$ cat src/hw/rtl/trsr_pkg.sv
// trsr_pkg: shared types and constants for the triangle row span rasterizer
// coordinate format, transfer payload structs, state encoding, register indexes
// no dependencies
package trsr_pkg;

  localparam int COORD_INT_BITS  = 12;
  localparam int COORD_FRAC_BITS = 4;
  localparam int COORD_W         = COORD_INT_BITS + COORD_FRAC_BITS;
  localparam int DIFF_W          = COORD_W + 1;
  localparam int PROD_W          = 2 * DIFF_W;
  localparam int ACC_W           = PROD_W + 1;
  localparam int COLOUR_W        = 8;

  // one pair of products per edge evaluation: area, three tie-point sides, three start values
  localparam int NUM_EVALS  = 7;
  localparam int NUM_TERMS  = 2 * NUM_EVALS;
  localparam int CNT_W      = $clog2(NUM_TERMS + 1);

  localparam int CFG_IDX_W  = 1;
  localparam logic [CFG_IDX_W-1:0] CFG_TIE_X = CFG_IDX_W'(0);
  localparam logic [CFG_IDX_W-1:0] CFG_TIE_Y = CFG_IDX_W'(1);

  typedef logic signed [COORD_W-1:0]        coord_t;
  typedef logic signed [COORD_INT_BITS-1:0] pix_t;
  typedef logic signed [COORD_INT_BITS:0]   pix_wide_t;
  typedef logic signed [DIFF_W-1:0]         diff_t;
  typedef logic signed [PROD_W-1:0]         prod_t;
  typedef logic signed [ACC_W-1:0]          acc_t;

  // -1.0 in the coordinate format
  localparam coord_t TIE_RESET = coord_t'(-(2 ** COORD_FRAC_BITS));
  // largest column that span_last can carry
  localparam pix_wide_t X_HI = pix_wide_t'(2 ** (COORD_INT_BITS - 1) - 1);
  localparam diff_t CEIL_BIAS = diff_t'(2 ** COORD_FRAC_BITS - 1);

  typedef struct packed {
    logic signed [COORD_W-1:0]        vert0_x;
    logic signed [COORD_W-1:0]        vert0_y;
    logic signed [COORD_W-1:0]        vert1_x;
    logic signed [COORD_W-1:0]        vert1_y;
    logic signed [COORD_W-1:0]        vert2_x;
    logic signed [COORD_W-1:0]        vert2_y;
    logic signed [COORD_INT_BITS-1:0] scan_row;
    logic [COLOUR_W-1:0]              red_in;
    logic [COLOUR_W-1:0]              green_in;
    logic [COLOUR_W-1:0]              blue_in;
  } in_item_t;

  typedef struct packed {
    logic signed [COORD_INT_BITS-1:0] row_out;
    logic signed [COORD_INT_BITS-1:0] span_first;
    logic signed [COORD_INT_BITS-1:0] span_last;
    logic                             span_empty;
    logic [COLOUR_W-1:0]              red_out;
    logic [COLOUR_W-1:0]              green_out;
    logic [COLOUR_W-1:0]              blue_out;
  } out_item_t;

  typedef enum logic [3:0] {
    ST_IDLE  = 4'b0001,
    ST_SETUP = 4'b0010,
    ST_WALK  = 4'b0100,
    ST_DONE  = 4'b1000
  } state_e;

endpackage

$ cat src/hw/rtl/triangle_row_span_rasterizer.sv
// triangle_row_span_rasterizer: one pixel row of a triangle to a covered span
// edge functions set up on one shared multiplier, then walked column by column
// depends on trsr_pkg
// sequence: an item is taken only in idle; setup evaluates the edge functions on the shared
//   multiplier, the walk visits each column of the clipped floor/ceil bounding box (no walk for
//   a degenerate triangle or a row outside the box), then the result is handed over once the
//   previous result has been taken on out_ready_i, and the block returns to idle; it does not
//   accept a new item until the last one has reached the output register
// reset: idle, no result held, tie point at (-1.0, -1.0)
module triangle_row_span_rasterizer
  import trsr_pkg::*;
(
  input  logic                 clk_i,
  input  logic                 rst_ni,
  input  logic                 in_valid_i,
  output logic                 in_ready_o,
  input  in_item_t             in_data_i,
  output logic                 out_valid_o,
  input  logic                 out_ready_i,
  output out_item_t            out_data_o,
  input  logic                 cfg_we_i,
  input  logic [CFG_IDX_W-1:0] cfg_idx_i,
  input  logic [COORD_W-1:0]   cfg_data_i
);

  state_e           state_q, state_d;
  logic [CNT_W-1:0] cnt_q;
  logic             out_valid_q, found_q;
  coord_t           tie_x_q, tie_y_q;

  in_item_t  item_q;
  out_item_t out_q;
  pix_t      xmin_q, xmax_q, x_q, first_q, last_q;
  logic      box_ok_q;
  prod_t     prod_q;
  acc_t      acc_q, area_q;
  acc_t      tie_w_q [3];
  acc_t      e_q [3];

  logic in_xfer;
  assign in_xfer     = in_valid_i && in_ready_o;
  assign in_ready_o  = (state_q == ST_IDLE);
  assign out_valid_o = out_valid_q;
  assign out_data_o  = out_q;

  // bounding box of the incoming triangle
  pix_t      xmin_d, xmax_d;
  logic      box_ok_d;
  always_comb begin
    coord_t    mnx, mxx, mny, mxy;
    diff_t     cx, cy;
    pix_wide_t xceil, yceil, row_w;
    pix_t      ymin;
    mnx = in_data_i.vert0_x;
    mxx = in_data_i.vert0_x;
    mny = in_data_i.vert0_y;
    mxy = in_data_i.vert0_y;
    if (in_data_i.vert1_x < mnx) mnx = in_data_i.vert1_x;
    if (in_data_i.vert2_x < mnx) mnx = in_data_i.vert2_x;
    if (in_data_i.vert1_x > mxx) mxx = in_data_i.vert1_x;
    if (in_data_i.vert2_x > mxx) mxx = in_data_i.vert2_x;
    if (in_data_i.vert1_y < mny) mny = in_data_i.vert1_y;
    if (in_data_i.vert2_y < mny) mny = in_data_i.vert2_y;
    if (in_data_i.vert1_y > mxy) mxy = in_data_i.vert1_y;
    if (in_data_i.vert2_y > mxy) mxy = in_data_i.vert2_y;
    xmin_d = $signed(mnx[COORD_W-1:COORD_FRAC_BITS]);
    ymin   = $signed(mny[COORD_W-1:COORD_FRAC_BITS]);
    cx     = diff_t'(mxx) + CEIL_BIAS;
    cy     = diff_t'(mxy) + CEIL_BIAS;
    xceil  = $signed(cx[DIFF_W-1:COORD_FRAC_BITS]);
    yceil  = $signed(cy[DIFF_W-1:COORD_FRAC_BITS]);
    if (xceil > X_HI) xmax_d = pix_t'(X_HI);
    else              xmax_d = xceil[COORD_INT_BITS-1:0];
    row_w    = pix_wide_t'(in_data_i.scan_row);
    box_ok_d = !(in_data_i.scan_row < ymin) && !(row_w > yceil);
  end

  coord_t vx [3];
  coord_t vy [3];
  assign vx[0] = item_q.vert0_x;
  assign vy[0] = item_q.vert0_y;
  assign vx[1] = item_q.vert1_x;
  assign vy[1] = item_q.vert1_y;
  assign vx[2] = item_q.vert2_x;
  assign vy[2] = item_q.vert2_y;

  // per-column increment of each edge function, edge k runs from vertex k+1 to k+2
  acc_t step [3];
  assign step[0] = acc_t'(diff_t'(vy[1]) - diff_t'(vy[2])) <<< COORD_FRAC_BITS;
  assign step[1] = acc_t'(diff_t'(vy[2]) - diff_t'(vy[0])) <<< COORD_FRAC_BITS;
  assign step[2] = acc_t'(diff_t'(vy[0]) - diff_t'(vy[1])) <<< COORD_FRAC_BITS;

  // shared multiplier operands: term t is half t[0] of evaluation t[3:1]
  // E = (a.y - b.y) * (p.x - a.x) + (b.x - a.x) * (p.y - a.y)
  prod_t prod_d;
  always_comb begin
    logic [2:0] ev;
    logic [1:0] ka, kb;
    coord_t     px, py;
    diff_t      opa, opb;
    ev = cnt_q[3:1];
    case (ev)
      3'd0: begin ka = 2'd1; kb = 2'd2; px = vx[0]; py = vy[0]; end
      3'd1: begin ka = 2'd1; kb = 2'd2; px = tie_x_q; py = tie_y_q; end
      3'd2: begin ka = 2'd2; kb = 2'd0; px = tie_x_q; py = tie_y_q; end
      3'd3: begin ka = 2'd0; kb = 2'd1; px = tie_x_q; py = tie_y_q; end
      3'd4: begin
        ka = 2'd1; kb = 2'd2;
        px = coord_t'(xmin_q) <<< COORD_FRAC_BITS;
        py = coord_t'(item_q.scan_row) <<< COORD_FRAC_BITS;
      end
      3'd5: begin
        ka = 2'd2; kb = 2'd0;
        px = coord_t'(xmin_q) <<< COORD_FRAC_BITS;
        py = coord_t'(item_q.scan_row) <<< COORD_FRAC_BITS;
      end
      default: begin
        ka = 2'd0; kb = 2'd1;
        px = coord_t'(xmin_q) <<< COORD_FRAC_BITS;
        py = coord_t'(item_q.scan_row) <<< COORD_FRAC_BITS;
      end
    endcase
    if (cnt_q[0]) begin
      opa = diff_t'(vx[kb]) - diff_t'(vx[ka]);
      opb = diff_t'(py) - diff_t'(vy[ka]);
    end else begin
      opa = diff_t'(vy[ka]) - diff_t'(vy[kb]);
      opb = diff_t'(px) - diff_t'(vx[ka]);
    end
    prod_d = opa * opb;
  end

  // accumulate the product of the previous term
  logic [CNT_W-1:0] ct;
  logic [2:0]       dest;
  acc_t             sum;
  assign ct   = cnt_q - CNT_W'(1);
  assign dest = ct[3:1];
  assign sum  = acc_q + acc_t'(prod_q);

  // coverage at the current column, orientation folded into the sign tests
  logic covered;
  always_comb begin
    logic apos, n, z, tn, tz, nonneg, pos, tpos;
    apos    = !area_q[ACC_W-1];
    covered = 1'b1;
    for (int k = 0; k < 3; k++) begin
      n      = e_q[k][ACC_W-1];
      z      = (e_q[k] == '0);
      tn     = tie_w_q[k][ACC_W-1];
      tz     = (tie_w_q[k] == '0);
      nonneg = apos ? !n : (n || z);
      pos    = apos ? (!n && !z) : n;
      tpos   = apos ? (!tn && !tz) : tn;
      covered = covered && nonneg && (pos || tpos);
    end
  end

  logic setup_last, walk_last;
  assign setup_last = (cnt_q == CNT_W'(NUM_TERMS));
  assign walk_last  = (x_q == xmax_q);

  always_comb begin
    state_d = state_q;
    unique case (state_q)
      ST_IDLE:  if (in_xfer) state_d = ST_SETUP;
      ST_SETUP: begin
        if (setup_last) begin
          if (box_ok_q && (area_q != '0)) state_d = ST_WALK;
          else                           state_d = ST_DONE;
        end
      end
      ST_WALK:  if (walk_last) state_d = ST_DONE;
      ST_DONE:  if (!out_valid_q || out_ready_i) state_d = ST_IDLE;
      default:  state_d = ST_IDLE;
    endcase
  end

  // control
  always_ff @(posedge clk_i or negedge rst_ni) begin
    if (!rst_ni) begin
      state_q     <= ST_IDLE;
      cnt_q       <= '0;
      out_valid_q <= 1'b0;
      found_q     <= 1'b0;
      tie_x_q     <= TIE_RESET;
      tie_y_q     <= TIE_RESET;
    end else begin
      state_q <= state_d;
      if (cfg_we_i) begin
        unique case (cfg_idx_i)
          CFG_TIE_X: tie_x_q <= cfg_data_i;
          CFG_TIE_Y: tie_y_q <= cfg_data_i;
          default:   ;
        endcase
      end
      if (in_xfer) begin
        cnt_q   <= '0;
        found_q <= 1'b0;
      end else if (state_q == ST_SETUP) begin
        cnt_q <= cnt_q + CNT_W'(1);
      end
      if (state_q == ST_WALK && covered) found_q <= 1'b1;
      if (state_q == ST_DONE && (!out_valid_q || out_ready_i)) out_valid_q <= 1'b1;
      else if (out_ready_i)                                     out_valid_q <= 1'b0;
    end
  end

  // datapath
  always_ff @(posedge clk_i) begin
    if (in_xfer) begin
      item_q   <= in_data_i;
      xmin_q   <= xmin_d;
      xmax_q   <= xmax_d;
      box_ok_q <= box_ok_d;
    end
    if (state_q == ST_SETUP) begin
      prod_q <= prod_d;
      if (cnt_q != '0) begin
        if (!ct[0]) begin
          acc_q <= acc_t'(prod_q);
        end else if (dest == 3'd0) begin
          area_q <= sum;
        end else if (dest <= 3'd3) begin
          tie_w_q[2'(dest - 3'd1)] <= sum;
        end else begin
          e_q[2'(dest - 3'd4)] <= sum;
        end
      end
      if (setup_last) x_q <= xmin_q;
    end
    if (state_q == ST_WALK) begin
      if (covered) begin
        if (!found_q) first_q <= x_q;
        last_q <= x_q;
      end
      x_q <= x_q + pix_t'(1);
      for (int k = 0; k < 3; k++) e_q[k] <= e_q[k] + step[k];
    end
    if (state_q == ST_DONE && (!out_valid_q || out_ready_i)) begin
      out_q.row_out    <= item_q.scan_row;
      out_q.span_first <= found_q ? first_q : '0;
      out_q.span_last  <= found_q ? last_q : '0;
      out_q.span_empty <= !found_q;
      out_q.red_out    <= item_q.red_in;
      out_q.green_out  <= item_q.green_in;
      out_q.blue_out   <= item_q.blue_in;
    end
  end

`ifndef SYNTHESIS
  a_accept_starts_setup: assert property (@(posedge clk_i) disable iff (!rst_ni)
    in_xfer |=> (state_q == ST_SETUP && cnt_q == '0))
    else $error("input transfer did not start setup");

  a_walk_needs_area: assert property (@(posedge clk_i) disable iff (!rst_ni)
    (state_q == ST_WALK) |-> (area_q != '0 && box_ok_q))
    else $error("walk on a degenerate triangle or a row outside the box");

  a_walk_in_box: assert property (@(posedge clk_i) disable iff (!rst_ni)
    (state_q == ST_WALK) |-> (x_q >= xmin_q && x_q <= xmax_q))
    else $error("column left the bounding box");

  a_span_ordered: assert property (@(posedge clk_i) disable iff (!rst_ni)
    (out_valid_q && !out_q.span_empty) |-> (out_q.span_first <= out_q.span_last))
    else $error("span first beyond span last");
`endif

endmodule

$ cat config.mk
export PLATFORM = sky130hd
export DESIGN_NAME = triangle_row_span_rasterizer
export DESIGN_NICKNAME = d
export VERILOG_FILES = /design/src/hw/rtl/trsr_pkg.sv /design/src/hw/rtl/triangle_row_span_rasterizer.sv
export SDC_FILE = /design/constraint.sdc
export NUM_CORES = 2
export LEC_CHECK = 0
export BUFFER_PORTS_ARGS = -buffer_cell sky130_fd_sc_hd__clkbuf_2
export CAP_MARGIN = 15
export CORE_UTILIZATION = 55
export DETAILED_ROUTE_END_ITERATION = 7
export PLACE_DENSITY = 0.75
export SYNTH_ARGS = -nofsm -noshare
export SYNTH_HDL_FRONTEND = slang
export SYNTH_SLANG_ARGS = --single-unit
$ cat constraint.sdc
create_clock -name clk_i -period 10.85 [get_ports clk_i]
set_clock_uncertainty 0.1 [all_clocks]
set_input_delay 1.6275 -clock clk_i [delete_from_list [all_inputs] [get_ports clk_i]]
set_output_delay 1.6275 -clock clk_i [all_outputs]
set_load 0.02 [all_outputs]
==> flow_summary.yaml <==
critical_path:
  start_kind: "flop"
  r2r-start: "cnt_q[2]$_DFFE_PN0P_"
  critical_path_buf_inv_count: 7
  critPathTopFamily: "compound AO/OA/AOI/OAI gates"
  max_stage_delay_ns: 0.54
  cp_data_arrival_time_ns: 10.70
  worst-path-max-fanout: 12
  crit_start: "cnt_q[2]$_DFFE_PN0P_"
  required_ns: 11.12
  path_class: "flop to flop"
  end_kind: "flop"
  crit_top_cell: "fa_1"
  reg2reg_slack_ns: 0.42
  crit_slowest_cell: "fa_1"
routing:
  wl_met3_mm: 11.0
  drt_iter0_markers: 3931
  wl_met2_mm: 65.6
  highest_layer: "met5"
  routed_wl_mm: 142
  met1_length_mm: 57.8
  wl_per_cell_um: 22.4
  antenna_left: 0
  num_vias: 38500
  route.detailed.drc: 0
  avgViaCountPerCell: 6.09
  drt-pass1-iter-count: 7
floorplan:
  die-height_um: 303
  dieArea_um2: 92000
  coreArea_um2: 90000
  row_count: 110
  die_w_um: 303
  ios: 217
  start_util_pct: 55.5
grt:
  grt_max_degree: 87
  grt_util_all_layers_pct: 31.0
  grt_pass1_vias: 37800
  antenna_found_initial: 8
  grt_pass1_wl_mm: 217
  grt_overflow: 0
synthesis:
  seq_area_frac_synth_pct: 36.3
  syn_nets: 5752
  synthCells: 4855
  synth-simple-area-share_pct: 12.6
  ys_warn_count: 0
  synth_seq_cells: 609
  syn-cell-area_um2: 49900
  synthTopCellsByArea: "edfxtp_1 (34%), fa_1 (12%), ha_1 (11%)"
  yosysTopAreaCell: "edfxtp_1"
  synth-main-ff-cell: "edfxtp_1"
  synth_fa_ha_area_share_pct: 23.3
  muxShareOfSynthArea_pct: 3.91
  synth_area_per_cell_um2: 10.3
  synthArstFlopShare_pct: 6.90
  synth_compound_area_share_pct: 13.6
  synth_xor_area_share_pct: 5.12
  synthDistinctLibCells: 112
  synth_top_family_by_area: "adder cells"
  netlist.area_leader.share_pct: 34.1
  synth_edf_count: 567
placement:
  place.gp.congestion: 1.04
  io_buffers: 216
  place_worst_setup_slack_ns: 0.328
  dp_hpwl_mm: 111
sta:
  worst_slack_ns: 0.418
  hold_viol: 0
  grt_setup_unrepaired: "no"
  drv_slew: 0
  fin_crit_sh_pct: 96.1
  finalSetupViolCount: 0
  max-slew-margin-rel_pct: 15.8
  tns_ns: 0
  tightest_slew_ns: 1.25
  fmax_mhz: 95.9
  timing.final.crit_period_ns: 10.43
finish:
  final_net_count: 5986
  syn2layout_area_growth_pct: 10.1
  final_cell_mix: "edfxtp_1 (567), inv_1 (518), ha_1 (435)"
  final_common_cell: "edfxtp_1"
  drive_gt1_share_pct: 11.2
clock_tree:
  cts_root_buf: "clkbuf_16"
  tritoncts: "yes"
  clock-sinks: 609
  clock_path_buffers: 3
  cts_setup_buffers: 0
  htreeDepth: 3
  hold_buffers: 0
  clk_latency_ns: 0.65
  clkTransAtPathRegs_ns: 0.06
  numCtsBuffers: 68
hold_path:
  hp-start: "item_q[18]$_DFFE_PP_"
  holdCritPathClass: "flop to flop"
run:
  maxCapViolations: 0
run_status:
  status: "finished, final reports clean"
## per-layer routing
layer	vias to the layer above	GRT usage, %
met5	-	0
li1	17700	-
met3	391	4.44
met4	2	14.7
met2	1700	50.2
met1	18700	41.0
## state kept, by name, summed over array words and instances (netlist names), 4 cells and up
name,flops
acc_q,34
area_q,35
cnt_q,4
e_q,105
first_q,12
item_q,132
last_q,12
out_data_o,61
prod_q,34
state_q,4
tie_w_q,105
tie_x_q,16
tie_y_q,16
x_q,12
xmax_q,12
xmin_q,12
## path summary, 6_finish.rpt
check / cells past startpoint / to
worst max register to register: 37 / prod_q[27]$_DFFE_PP_
worst min-delay path: 0 / out_data_o[18]$_DFFE_PP_
min in group asynchronous: 2 / found_q$_DFFE_PN0P_
max in group asynchronous: 2 / cnt_q[0]$_DFFE_PN0P_
worst max-delay path: 37 / prod_q[27]$_DFFE_PP_
worst min register to register: 0 / out_data_o[18]$_DFFE_PP_
## area by class of cell
type	count	area [µm²]
Fill cell	7412	35000
Multi-Input combinational cell	3589	29400
Sequential cell	609	18100
Inverter	523	1970
Clock buffer	81	1760
Timing Repair Buffer	298	1700
Tap cell	1176	1470
Clock inverter	44	526
Antenna cell	7	17.5
## stage by stage
stage	hold WS, ns	instance area [µm²]	std cells	util (%)
after floorplan	0.300	49900	4855	-
after global placement	0.301	52600	6194	58.5
after detailed placement	0.305	52600	6194	58.5
after CTS	0.316	54900	6319	61.0
after global routing	0.325	55000	6325	61.1
final	0.313	55000	6327	61.1
## repair_timing
item,CTS,global route
setup endpoints to repair,0,9
endpoints found under the hold margin,0,0
gates resized for setup,0,9
## cell families after synthesis
| group | count (synthesis) |
|---|---|
| compound gates | 1060 |
| flops | 609 |
| simple gates | 1310 |
| xor+xnor | 286 |
| fa+ha+maj | 745 |
| mux | 187 |
| buf+inv | 658 |
## Yosys cell counts (16+ instances only)
cell type,count
nor2b_1,69
inv_1,519
clkbuf_1,82
o22ai_1,36
dfrtp_1,17
a211oi_1,32
nor3_1,57
mux2i_1,124
nand2b_1,56
o21a_1,50
nand2_1,416
buf_2,22
dfstp_2,25
nand4_1,39
or3_1,16
o21ai_0,241
a21o_1,118
o21ai_1,20
nor2_1,329
xor2_1,107
ha_1,435
and3_1,20
a21oi_1,303
o21bai_1,20
a31oi_1,32
edfxtp_1,567
mux2_2,62
nand3_1,68
nor4_1,72
xnor2_1,175
a22o_1,20
and2_1,89
fa_1,308
buf_1,20
Power is not shown: default switching activity piles up to over one toggle a cycle in this logic, so the estimate is an artifact.
